$ cat config.mk
export PLATFORM = sky130hd
export DESIGN_NAME = rc_channel_loss_monitor
export DESIGN_NICKNAME = d
export VERILOG_FILES = /design/src/rtl/rcl_pkg.sv /design/src/rtl/rcl_chan_timers.sv /design/src/rtl/rcl_link_vote.sv /design/src/rtl/rc_channel_loss_monitor.sv
export SDC_FILE = /design/constraint.sdc
export NUM_CORES = 1
export LEC_CHECK = 0
export BUFFER_PORTS_ARGS = -buffer_cell sky130_fd_sc_hd__buf_4
export CORE_ASPECT_RATIO = 0.9
export CORE_MARGIN = 3
export CORE_UTILIZATION = 44
export CTS_BUF_LIST = sky130_fd_sc_hd__clkbuf_16
export DETAILED_ROUTE_END_ITERATION = 8
export PLACE_DENSITY = 0.69
export SYNTH_ARGS = -nofsm -noshare
export SYNTH_HDL_FRONTEND = slang
export SYNTH_SLANG_ARGS = --single-unit
$ cat constraint.sdc
create_clock -name clock -period 4.98 [get_ports clock]
set_input_delay 0.996 -clock clock [delete_from_list [all_inputs] [get_ports clock]]
set_output_delay 0.996 -clock clock [all_outputs]
set_load 0.01 [all_outputs]
$ cat src/rtl/rcl_pkg.sv
// Shared types, constants and helpers for the RC channel loss monitor.
// No dependencies; imported by every module of the block.
package rcl_pkg;

   localparam int DEF_NUM_CHANNELS = 8;

   localparam int TIMER_W     = 11;
   localparam int ELAPSED_W   = 8;
   localparam int CHANNEL_W   = 4;
   localparam int CFG_W       = 10;
   localparam int OK_W        = 8;
   localparam int VOTE_W      = 3;
   localparam int CSR_INDEX_W = 2;
   localparam int CSR_DATA_W  = 10;

   localparam logic [TIMER_W-1:0] TIMER_MAX = 11'd2047;

   localparam logic [CFG_W-1:0] RST_TIMEOUT = 10'd500;
   localparam logic [CFG_W-1:0] RST_PERIOD  = 10'd500;
   localparam logic [OK_W-1:0]  RST_MASK    = 8'h0F;

   localparam logic signed [VOTE_W-1:0] VOTE_LOSS    = 3'sd2;
   localparam logic signed [VOTE_W-1:0] VOTE_RESTORE = -3'sd2;

   localparam logic CMD_TICK = 1'b0;
   localparam logic CMD_FEED = 1'b1;

   typedef enum logic [CSR_INDEX_W-1:0] {
      CSR_TIMEOUT = 2'd0,
      CSR_PERIOD  = 2'd1,
      CSR_MASK    = 2'd2
   } csr_index_type;

   typedef struct packed {
      logic [CFG_W-1:0] timeout;
      logic [CFG_W-1:0] period;
      logic [OK_W-1:0]  mask;
   } cfg_type;

   typedef struct packed {
      logic                 cmd;
      logic [ELAPSED_W-1:0] elapsed;
      logic [CHANNEL_W-1:0] channel;
      logic                 armed;
   } item_type;

   typedef struct packed {
      logic lost;
      logic loss_event;
      logic restore_event;
      logic land_request;
   } vote_status_type;

   // Saturating timer add.
   function automatic logic [TIMER_W-1:0] sat_add(input logic [TIMER_W-1:0] a,
                                                   input logic [ELAPSED_W-1:0] b);
      logic [TIMER_W:0] sum;
      sum = {1'b0, a} + {{(TIMER_W + 1 - ELAPSED_W){1'b0}}, b};
      sat_add = sum[TIMER_W] ? TIMER_MAX : sum[TIMER_W-1:0];
   endfunction

endpackage

$ cat src/rtl/rcl_chan_timers.sv
// Per-channel silence timers and presence bits of the RC channel loss monitor.
// Depends on rcl_pkg.
module rcl_chan_timers
   import rcl_pkg::*;
#(
   parameter int NUM_CHANNELS = DEF_NUM_CHANNELS
) (
   input  logic                   clock,
   input  logic                   reset,
   input  logic                   step,
   input  item_type               item,
   input  logic [CFG_W-1:0]       timeout,
   output logic [OK_W-1:0]        ok_next
);

   localparam int IDX_W = (NUM_CHANNELS > 1) ? $clog2(NUM_CHANNELS) : 1;
   localparam logic [CHANNEL_W-1:0] LAST_CH = CHANNEL_W'(NUM_CHANNELS - 1);

   logic [TIMER_W-1:0]      timer_ff [NUM_CHANNELS];
   logic [TIMER_W-1:0]      timer_in [NUM_CHANNELS];
   logic [NUM_CHANNELS-1:0] present_ff;
   logic [NUM_CHANNELS-1:0] present_in;
   logic [CHANNEL_W-1:0]    chan_clamped;
   logic [IDX_W-1:0]        feed_idx;

   // Clamp the feed channel to the last existing channel.
   always_comb begin
      chan_clamped = (item.channel > LAST_CH) ? LAST_CH : item.channel;
   end
   assign feed_idx = chan_clamped[IDX_W-1:0];

   for (genvar i = 0; i < NUM_CHANNELS; i++) begin : g_chan
      logic below;
      assign below = timer_ff[i] < {1'b0, timeout};

      always_comb begin
         timer_in[i]   = timer_ff[i];
         present_in[i] = present_ff[i];
         if (item.cmd == CMD_FEED) begin
            if (feed_idx == IDX_W'(i)) begin
               timer_in[i] = '0;
            end
         end else begin
            if (below) begin
               timer_in[i] = sat_add(timer_ff[i], item.elapsed);
            end
            present_in[i] = below;
         end
      end

      always_ff @(posedge clock) begin
         if (reset) begin
            timer_ff[i]   <= '0;
            present_ff[i] <= 1'b0;
         end else if (step) begin
            timer_ff[i]   <= timer_in[i];
            present_ff[i] <= present_in[i];
         end
      end
   end

   // Map presence onto the fixed-width status word; missing channels read absent.
   for (genvar b = 0; b < OK_W; b++) begin : g_ok
      if (b < NUM_CHANNELS) begin : g_have
         assign ok_next[b] = present_in[b];
      end else begin : g_none
         assign ok_next[b] = 1'b0;
      end
   end

endmodule

$ cat src/rtl/rcl_link_vote.sv
// Period timer, loss vote and link-loss flag of the RC channel loss monitor.
// Depends on rcl_pkg.
module rcl_link_vote
   import rcl_pkg::*;
(
   input  logic                 clock,
   input  logic                 reset,
   input  logic                 step,
   input  item_type             item,
   input  cfg_type              cfg,
   input  logic [OK_W-1:0]      ok_next,
   output vote_status_type      status
);

   logic [TIMER_W-1:0]       period_ff, period_in, period_sum;
   logic signed [VOTE_W-1:0] vote_ff, vote_in, vote_step;
   logic                     lost_ff, lost_in;
   logic                     tick, vote_due, vote_up, loss, restore;

   assign tick = item.cmd == CMD_TICK;

   always_comb begin
      period_sum = sat_add(period_ff, item.elapsed);
      vote_due   = tick && (period_sum >= {1'b0, cfg.period});
      vote_up    = (ok_next & cfg.mask) != cfg.mask;
      vote_step  = vote_up ? (vote_ff + 3'sd1) : (vote_ff - 3'sd1);
      loss       = vote_due && (vote_step >= VOTE_LOSS);
      restore    = vote_due && (vote_step <= VOTE_RESTORE);

      period_in = period_ff;
      if (tick) begin
         period_in = vote_due ? '0 : period_sum;
      end

      vote_in = vote_ff;
      if (vote_due) begin
         vote_in = (loss || restore) ? '0 : vote_step;
      end

      lost_in = lost_ff;
      if (loss) begin
         lost_in = 1'b1;
      end else if (restore) begin
         lost_in = 1'b0;
      end

      status.lost          = lost_in;
      status.loss_event    = loss;
      status.restore_event = restore;
      status.land_request  = loss && item.armed;
   end

   always_ff @(posedge clock) begin
      if (reset) begin
         period_ff <= '0;
         vote_ff   <= '0;
         lost_ff   <= 1'b0;
      end else if (step) begin
         period_ff <= period_in;
         vote_ff   <= vote_in;
         lost_ff   <= lost_in;
      end
   end

endmodule

$ cat src/rtl/rc_channel_loss_monitor.sv
// Top level of the RC channel loss monitor: handshakes, config registers, result register.
// Depends on rcl_pkg, rcl_chan_timers and rcl_link_vote.
//
// Usage:
//   req_ channel: one transaction per event. req_cmd low is a time tick carrying
//   req_elapsed_ms; req_cmd high feeds channel req_channel (clamped to the last
//   channel). req_armed qualifies the land request.
//   rsp_ channel: exactly one transaction per request, in order, carrying the
//   channel presence bits, the link-loss state and the loss/restore/land events.
//   csr_ channel: register writes (index 0 timeout, 1 check period, 2 monitored
//   mask); always ready, unknown indexes are dropped. Write only while idle.
// Ordering: a request is captured in an input register and its response is loaded
//   into the result register once the result register is empty or draining.
//   Throughput: one transaction per cycle while rsp_ready stays high, set by the
//   single update pass between the input register and the result register.
// Reset: timers, presence bits, vote and loss flag clear; registers return to
//   500 ms timeout, 500 ms check period and mask 0x0F; both pipeline stages empty.
// Stall: while rsp_ready is low the result register holds, the input register
//   holds one more transaction, and req_ready then drops.
module rc_channel_loss_monitor
   import rcl_pkg::*;
#(
   parameter int NUM_CHANNELS = DEF_NUM_CHANNELS
) (
   input  logic                   clock,
   input  logic                   reset,

   input  logic                   req_valid,
   output logic                   req_ready,
   input  logic                   req_cmd,
   input  logic [ELAPSED_W-1:0]   req_elapsed_ms,
   input  logic [CHANNEL_W-1:0]   req_channel,
   input  logic                   req_armed,

   output logic                   rsp_valid,
   input  logic                   rsp_ready,
   output logic [OK_W-1:0]        rsp_channel_ok,
   output logic                   rsp_link_lost,
   output logic                   rsp_loss_event,
   output logic                   rsp_restore_event,
   output logic                   rsp_land_request,

   input  logic                   csr_valid,
   output logic                   csr_ready,
   input  logic [CSR_INDEX_W-1:0] csr_index,
   input  logic [CSR_DATA_W-1:0]  csr_wdata
);

   cfg_type         cfg_ff;
   item_type        item_ff;
   logic            item_valid_ff;
   logic            rsp_valid_ff;
   logic [OK_W-1:0] ok_next;
   vote_status_type status;
   logic            out_free;
   logic            step;

   // Run the update pass when an item waits and the result register is empty or draining.
   assign out_free  = !rsp_valid_ff || rsp_ready;
   assign step      = item_valid_ff && out_free;
   assign req_ready = !item_valid_ff || out_free;
   assign csr_ready = 1'b1;

   // Configuration registers.
   always_ff @(posedge clock) begin
      if (reset) begin
         cfg_ff.timeout <= RST_TIMEOUT;
         cfg_ff.period  <= RST_PERIOD;
         cfg_ff.mask    <= RST_MASK;
      end else if (csr_valid) begin
         case (csr_index_type'(csr_index))
            CSR_TIMEOUT: cfg_ff.timeout <= csr_wdata[CFG_W-1:0];
            CSR_PERIOD:  cfg_ff.period  <= csr_wdata[CFG_W-1:0];
            CSR_MASK:    cfg_ff.mask    <= csr_wdata[OK_W-1:0];
            default: begin
               // drop writes to unknown registers
            end
         endcase
      end
   end

   // Input register.
   always_ff @(posedge clock) begin
      if (reset) begin
         item_valid_ff <= 1'b0;
      end else if (req_ready) begin
         item_valid_ff <= req_valid;
      end
   end

   always_ff @(posedge clock) begin
      if (req_valid && req_ready) begin
         item_ff.cmd     <= req_cmd;
         item_ff.elapsed <= req_elapsed_ms;
         item_ff.channel <= req_channel;
         item_ff.armed   <= req_armed;
      end
   end

   rcl_chan_timers #(
      .NUM_CHANNELS (NUM_CHANNELS)
   ) u_timers (
      .clock   (clock),
      .reset   (reset),
      .step    (step),
      .item    (item_ff),
      .timeout (cfg_ff.timeout),
      .ok_next (ok_next)
   );

   rcl_link_vote u_vote (
      .clock   (clock),
      .reset   (reset),
      .step    (step),
      .item    (item_ff),
      .cfg     (cfg_ff),
      .ok_next (ok_next),
      .status  (status)
   );

   // Result register.
   always_ff @(posedge clock) begin
      if (reset) begin
         rsp_valid_ff <= 1'b0;
      end else if (out_free) begin
         rsp_valid_ff <= item_valid_ff;
      end
   end

   always_ff @(posedge clock) begin
      if (step) begin
         rsp_channel_ok    <= ok_next;
         rsp_link_lost     <= status.lost;
         rsp_loss_event    <= status.loss_event;
         rsp_restore_event <= status.restore_event;
         rsp_land_request  <= status.land_request;
      end
   end

   assign rsp_valid = rsp_valid_ff;

endmodule

==> results of run 1 <==
-- metrics by stage --
stage	area, sq um	power [mW]	instances	util, %	hold slack, ps
floorplan	11400	2.10	1173	-	436
CTS	12900	3.66	1589	50.8	461
global route	12900	3.82	1589	50.8	477
finish	12900	3.64	1589	50.8	463
detailed placement	12300	2.30	1557	48.4	450
global placement	12300	2.29	1557	48.4	443
-- cells by family (layout without fill, tap and decap cells) --
logic type | Yosys count | in the layout | share of synthesized area [%]
mux | 12 | 12 | 1.05
simple gates | 289 | 289 | 12.4
other cells | 1 | 1 | 0.0329
fa+ha+maj | 166 | 166 | 18.9
xor+xnor | 60 | 60 | 4.61
flops | 167 | 167 | 39.4
compound gates | 355 | 355 | 19.5
buf+inv | 123 | 197 | 4.11
-- layer usage --
| metal | vias up | global-route usage (%) |
|---|---|---|
| met5 | - | 0 |
| met4 | 0 | 8.14 |
| met3 | 63 | 3.77 |
| met2 | 251 | 35.6 |
| met1 | 4299 | 30.5 |
| li1 | 4429 | - |
-- placed cells by master (no fill, tap or decap), types with 24 or more instances in the layout --
cell      netlist  routed
dfxtp_1        53      53
inv_1          92      92
nand2_1       107     106
a21oi_1       132     132
a21o_1         33      33
xnor2_1        36      36
ha_1          156     156
edfxtp_1      114     114
xor2_1         24      24
nor2_1         57      57
buf_4           1      71
o21ai_0        73      73
-- state kept, by name (all words and copies together), names as in the netlist --
register / count
rsp_link_lost: 1
item_ff: 14
cfg_ff: 28
rsp_loss_event: 1
u_vote.period_ff: 11
rsp_land_request: 1
u_timers.timer_ff: 88
rsp_valid: 1
u_vote.vote_ff: 3
item_valid_ff: 1
u_timers.present_ff: 8
rsp_restore_event: 1
rsp_channel_ok: 8
u_vote.lost_ff: 1
-- path summary, 6_finish.rpt --
kind | cells after the start | startpoint | end
setup / recovery | 13 | cfg_ff[27] | rsp_link_lost
hold / removal | 2 | cfg_ff[11] | cfg_ff[11]
setup reg to reg | 13 | cfg_ff[27] | rsp_link_lost
hold reg to reg | 2 | cfg_ff[11] | cfg_ff[11]
-- area by class of cell --
| class | count | share of cell area (%) |
|---|---|---|
| repair buffers | 72 | 4.30 |
| flip-flops and latches | 167 | 34.9 |
| clock buffers | 18 | 3.50 |
| inverters | 93 | 2.72 |
| clock inverters | 14 | 1.17 |
| well taps | 342 | 3.33 |
| multi-input cells | 883 | 50.1 |
-- worst max-delay path, cell delays in order (launching register included) --
cell and delay (ps):
dfxtp_1 300, inv_1 400, ha_1 350, and4b_1 190, and2_1 130, a221oi_1 590, o22ai_1 240, a2111oi_4 310
nand2_1 190, fa_1 460, xor2_1 210, and3_1 230, or4b_4 540, a22oi_2 140
-- power groups by stage --
stage          Sequential (mW)  Combinational [mW]  Clock, mW
6_report                  1.63               0.662       1.36
5_1_grt                   1.63               0.747       1.44
4_1_cts                   1.62               0.657       1.38
3_5_place_dp              1.65               0.650          0
3_3_place_gp              1.65               0.635          0
2_1_floorplan             1.63               0.468          0
-- Yosys cell counts (all sizes together), types with 24 or more instances --
library cell / instances
nand2: 107
xor2: 24
o21ai: 74
ha: 156
a21o: 33
inv: 92
clkbuf: 25
dfxtp: 53
edfxtp: 114
xnor2: 36
nor2: 57
a21oi: 134
==> summary.txt, run 1 <==
Route
  • Met3 routed WL: between 1.5 and 2 mm
  • Post-DRT Antenna Nets: 0
  • Drc violations: 0
  • Drt total wl: approximately 30 mm
  • Vias per cell: ~5.7
  • DRT Pass-1 Iters: 5
  • WL/cell: around 19 um
  • Violation count after the first detailed-route iteration: between 700 and 800
  • WL met2: 13.4 mm
  • Vias: about 9000
  • Highest routed layer: met4
  • M1 WL: roughly 14 mm

Power
  • VDD IR max: 0.240 mV
  • Sw Ratio: roughly 30%
  • Internal power: between 2 and 3 mW
  • Cell Pwr Density: approximately 280 nW/um^2
  • Clk pwr share: 37.2%
  • Seq pwr share: approximately 45%
  • Combinational Power Share: 18.2%
  • NetSw: 1.11 mW
  • P_leak: between 5 and 6 nW

Run status
  • Status: finished, final reports clean

CTS
  • CTS tree: yes
  • Worst skew pair latency: approximately 440 ps
  • Sink Count: 167
  • CTS-repair resized insts: 0
  • # Post-CTS Setup Buffers: 0
  • Hold-fix buffers, CTS: 0
  • H-Tree Depth: 4
  • CTS Buf Count: 17
  • Clock transition at the registers of the reported paths: about 80 ps
  • CTS Buffer Depth: 2
  • Clk root buf: clkbuf_16

GRT
  • GRT Util Overall: 22.2%
  • First-pass GRT wire length: 47.9 mm
  • Initial antenna violation count: 0
  • Number of global-route vias before repair: about 8800
  • Largest net degree at the start of global routing: 45
  • GRT overflow: 0

Logic synthesis
  • Fraction of registers with async set/reset: 0%
  • Yosys top cell by area: edfxtp_1
  • Synth top area cells: edfxtp_1 30%, ha_1 17%, dfxtp_1 9.3%
  • Ys flop type: edfxtp_1
  • Synth unique cells: 68
  • Synth top area share: a little under a third
  • Post-Synthesis Cells: ~1200
  • Yosys warnings: 0
  • Synth Area per Inst: between 9 and 10 sq um
  • Post-Syn Nets: about 1400
  • Flop and latch count out of synthesis: between 150 and 200
  • Post-synth EDFFs: 114
  • Seq/Total Area, Yosys: between 30% and 40%
  • Cell Area, Synth: between 10000 and 15000 sq um

Final layout
  • Number of diodes: 0
  • Sequential Area: 4480 sq um
  • # fillers: 2326
  • Share of layout cells above drive strength 1: between 10 and 15%
  • Area taken by multi-input logic gates: 6440 sq um
  • Fin nets: between 1000 and 1500
  • Layout area overhead: 12.9%

Hold path
  • Worst min path class: flip-flop to flip-flop

STA
  • Slew headroom: between 20% and 30%
  • RSZ-0062 raised after global routing: false
  • Clock skew: 12.8 ps
  • Sum Neg Setup Slack: 0 ps
  • Crit path setup slack, layout: ~540 ps
  • Hold Vio Cnt, Final: 0
  • Final setup fails: 0
  • Fin crit share: 89.2%
  • Worst-margin pin slew: roughly 1100 ps
  • Final min period: between 4000 and 5000 ps
  • Fin. max-slew vios: 0
  • Max frequency: roughly 0.23 GHz

Floorplanning
  • Die area: between 20000 and 30000 sq um
  • Top Ports: 46
  • Die W: around 180 um
  • Core Region: about 25000 sq um
  • Row cnt: 55
  • Die Ht: 159 um
  • Initial core utilization: around 45%

Worst setup path
  • Worst endpoint required time: 5270 ps
  • Crit path arrival time: 4730 ps
  • Worst reg-to-reg setup slack: between 500 and 600 ps
  • CP Launch Type: flip-flop
  • Critical path class: flip-flop to flip-flop
  • Crit Path Max Fanout: 9
  • Worst Setup End Kind: flip-flop

Place
  • DP HPWL: 21.6 mm
  • Port-buffer cells: 44
  • GPL Wtd Cong: approximately 0.90
  • Setup WS pre-CTS: ~600 ps

Job
  • Max Cap Viol: 0
(Power assumes the default switching activity.)
==> run 2: changes to the inputs <==
--- a/config.mk
+++ b/config.mk
@@ -5,6 +5,7 @@
 export SDC_FILE = /design/constraint.sdc
 export NUM_CORES = 1
 export LEC_CHECK = 0
+export ABC_AREA = 1
 export BUFFER_PORTS_ARGS = -buffer_cell sky130_fd_sc_hd__buf_4
 export CORE_ASPECT_RATIO = 0.9
 export CORE_MARGIN = 3
==> summary.txt, run 2 <==
Run status
  • Status: finished, final reports clean

STA
  • Max frequency: 0.260 GHz (+15%)
  • Final setup fails: 0 (unchanged)
  • Final min period: 3850 ps (-594 ps)
  • Worst-margin pin slew: 1170 ps (+89.9 ps)
  • RSZ-0062 raised after global routing: false
  • Clock skew: 13.6 ps (+0.744 ps)
  • Fin. max-slew vios: 0 (unchanged)
  • Hold Vio Cnt, Final: 0 (unchanged)
  • Slew headroom: 21.8% (-6.0 points)
  • Fin crit share: 77.3% (-12 points)
  • Sum Neg Setup Slack: 0 ps (unchanged)

Logic synthesis
  • Post-synth EDFFs: 114 (unchanged)
  • Combinational family with the most area after synthesis: simple AND/OR/NAND/NOR gates
  • Flop and latch count out of synthesis: 167 (unchanged)
  • Yosys top cell by area: edfxtp_1
  • Post-synthesis compound-gate area fraction: 13.7% (-5.8 points)
  • Synth Area in Simple Gates: 19.8% (+7.3 points)
  • Seq/Total Area, Yosys: 38.1% (-1.3 points)
  • Synth Area in Adders: 18.3% (-0.61 points)
  • Fraction of registers with async set/reset: 0% (unchanged)
  • Yosys warnings: 0 (unchanged)
  • Synth top area share: 29.1% (-0.98 points)
  • Cell Area, Synth: 11800 sq um (+3.4%)
  • XOR/XNOR Fraction of Synth Area: 3.05% (-1.6 points)
  • Post-Syn Nets: 1609 (+17%)
  • Synth Area per Inst: 8.34 sq um (-14%)
  • Synth top cells by count: 269 x nand2_1, 185 x inv_1, 165 x a21oi_1
  • Synth top area cells: edfxtp_1 29%, ha_1 17%, dfxtp_1 9.0%
  • Top-count cell post-synth: nand2_1
  • Mux contribution to synthesized area: 0% (-1.1 points)
  • Synth unique cells: 47 (-31%)
  • Post-Synthesis Cells: 1412 (+20%)
  • Ys flop type: edfxtp_1

GRT
  • Number of global-route vias before repair: 9578 (+8.3%)
  • Global routing usage on met2: 35.7% (+0.16 points)
  • GRT overflow: 0 (unchanged)
  • Met1 Use GR: 30.7% (+0.20 points)
  • Initial antenna violation count: 0 (unchanged)
  • GRT Util Overall: 22.2% (+0.039 points)
  • First-pass GRT wire length: 50.1 mm (+4.6%)
  • Gr busiest metal: met2
  • Met3 Track Usage GR: 3.62% (-0.15 points)
  • Largest net degree at the start of global routing: 67 (+49%)

CTS
  • Worst skew pair latency: 430 ps (about the same)
  • # Post-CTS Setup Buffers: 0 (unchanged)
  • Clk root buf: clkbuf_16
  • H-Tree Depth: 4 (unchanged)
  • CTS-repair resized insts: 0 (unchanged)
  • Sink Count: 167 (unchanged)
  • Hold-fix buffers, CTS: 0 (unchanged)
  • CTS Buffer Depth: 2 (unchanged)
  • Clock transition at the registers of the reported paths: 70 ps (about the same)
  • CTS Buf Count: 17 (unchanged)
  • CTS tree: yes

Hold path
  • Min-Delay Path Depth: 2 (unchanged)
  • Hold Path Origin: cfg_ff[5]
  • Worst min path class: flip-flop to flip-flop
  • WHS Endpoint: cfg_ff[5]

Power
  • Cell Pwr Density: 285 nW/um^2 (+0.52%)
  • VDD IR max: 0.230 mV (-4.3%)
  • Tot Pwr: 3.75 mW (+3.0%)
  • P_leak: 6.26 nW (+12%)

Final layout
  • Largest registers: u_timers.timer_ff x88, cfg_ff x28, item_ff x14
  • Commonest non-fill, non-tap cell in the layout: nand2_1
  • Biggest register: u_timers.timer_ff
  • Fin nets: 1671 (+17%)
  • Number of diodes: 0 (unchanged)
  • Largest register FFs: 88 (unchanged)
  • Non-filler cells, final: 1835 (+15%)
  • # fillers: 2466 (+6.0%)
  • Sequential Area: 4480 sq um (unchanged)
  • Share of layout cells above drive strength 1: 9.68% (-0.58 points)
  • Commonest cells after routing, fill and taps aside: 269 x nand2_1, 188 x inv_1, 165 x a21oi_1
  • Layout area overhead: 12.0%
  • Area taken by multi-input logic gates: 6460 sq um (+0.21%)
  • Finished layout cell area: 13200 sq um (+2.5%)

Worst setup path
  • CP Launch Type: flip-flop
  • Critical path class: flip-flop to flip-flop
  • Worst reg-to-reg setup slack: 1130 ps (+590 ps)
  • Worst reg2reg path endpoint: rsp_link_lost
  • Crit Path Max Fanout: 10 (+1)
  • Worst endpoint required time: 5160 ps (-110 ps)
  • Reg2Reg Depth: 23 (+10)
  • Critical register-to-register path startpoint: item_ff[6]
  • Worst Setup End Kind: flip-flop
  • Crit path arrival time: 4030 ps (-700 ps)

Floorplanning
  • Top Ports: 46 (unchanged)
  • Die W: 178 um (+1.6%)
  • Core Region: 26200 sq um (+3.5%)
  • Die Ht: 161 um (+1.6%)
  • Die area: 28800 sq um (+3.2%)
  • Initial core utilization: 44.9% (-0.050 points)
  • Row cnt: 56 (+1.8%)

Route
  • Vias per cell: 5.51 (-3.1%)
  • Vias: 10100 (+12%)
  • DRT Pass-1 Iters: 5 (unchanged)
  • WL/cell: 17.3 um (-9.0%)
  • Drt total wl: 31.7 mm (+5.1%)
  • Drc violations: 0 (unchanged)
  • Post-DRT Antenna Nets: 0 (unchanged)
  • Violation count after the first detailed-route iteration: 883 (+16%)

Place
  • GPL Wtd Cong: 0.886 (-1.8%)
  • Placed Area: 12600 sq um (+2.9%)
  • DP HPWL: 22.2 mm (+3.0%)
  • Placed insts: 1803 (+16%)
  • Port-buffer cells: 44 (unchanged)

Job
  • Max Cap Viol: 0 (unchanged)
run 2: changes by cell type in the layout (fill, tap and decap cells not counted), moves of 13 or more:
cell	previous run	this run
nor2b_1	13	0
inv_2	0	15
xnor2_1	36	9
a21oi_1	132	165
nand2_1	106	269
nor2_1	57	89
nand3_1	20	80
o21ai_0	73	34
nand4_1	6	21
inv_1	92	188
a21o_1	33	3
run 2: cell type report:
type,instances,share of cell area [%]
multi-input cells,1024,49.0
flip-flops and latches,167,34.0
inverters,199,5.67
clock buffers,20,3.80
repair buffers,65,3.70
well taps,348,3.30
clock inverters,12,0.522
run 2: how the worst max path moves through the flow:
stage,slack (ps),to,startpoint,cells past startpoint
after CTS,1100,rsp_link_lost,item_ff[6],23
after detailed placement,1150,rsp_link_lost,item_ff[6],23
after floorplan,1760,rsp_link_lost,item_ff[6],21
final,1130,rsp_link_lost,item_ff[6],23
after global routing,680,rsp_link_lost,item_ff[6],23
after global placement,1210,rsp_link_lost,item_ff[6],23
run 2: where the power goes:
| part | switching [mW] | total [mW] | internal, mW |
|---|---|---|---|
| logic | 0.487 | 0.781 | 0.295 |
| clock network | 0.597 | 1.32 | 0.725 |
| registers | 0.0713 | 1.65 | 1.58 |
| total | 1.15 | 3.75 | 2.60 |
run 2: logic make-up after synthesis:
group | after synthesis
compound gates | 286
xor+xnor | 41
fa+ha+maj | 166
buf+inv | 221
flops | 167
other cells | 1
simple gates | 530
run 2: stage by stage:
step	utilization, %	worst slack, ps	hold slack, ps
after floorplan	-	1760	437
after CTS	50.3	1100	467
final	50.3	1130	467
after global routing	50.3	682	489
after detailed placement	48.1	1150	458
after global placement	48.1	1210	457
run 2: critical path, cell delays in order (launching register included):
cell	delay (ps)
edfxtp_1	350
buf_4	220
inv_1	660
fa_1	350
inv_1	80
a21oi_1	190
or2_2	140
nand3_1	80
ha_1	310
nand2_1	60
nor2_1	130
nand2_1	70
nand2_1	50
nand2_1	40
nand3_1	60
nand2_1	60
nand2_1	60
nand2_1	60
nand2_2	100
nand2_4	120
nor2_2	180
nand2_2	100
inv_2	60
a21oi_1	40
run 2: layer usage:
metal  vias to the layer above  part of all wire [%]
met5                         -                     0
met4                         0                   2.6
met3                        57                   7.2
met2                       346                    46
met1                      4749                    44
li1                       4963                     -
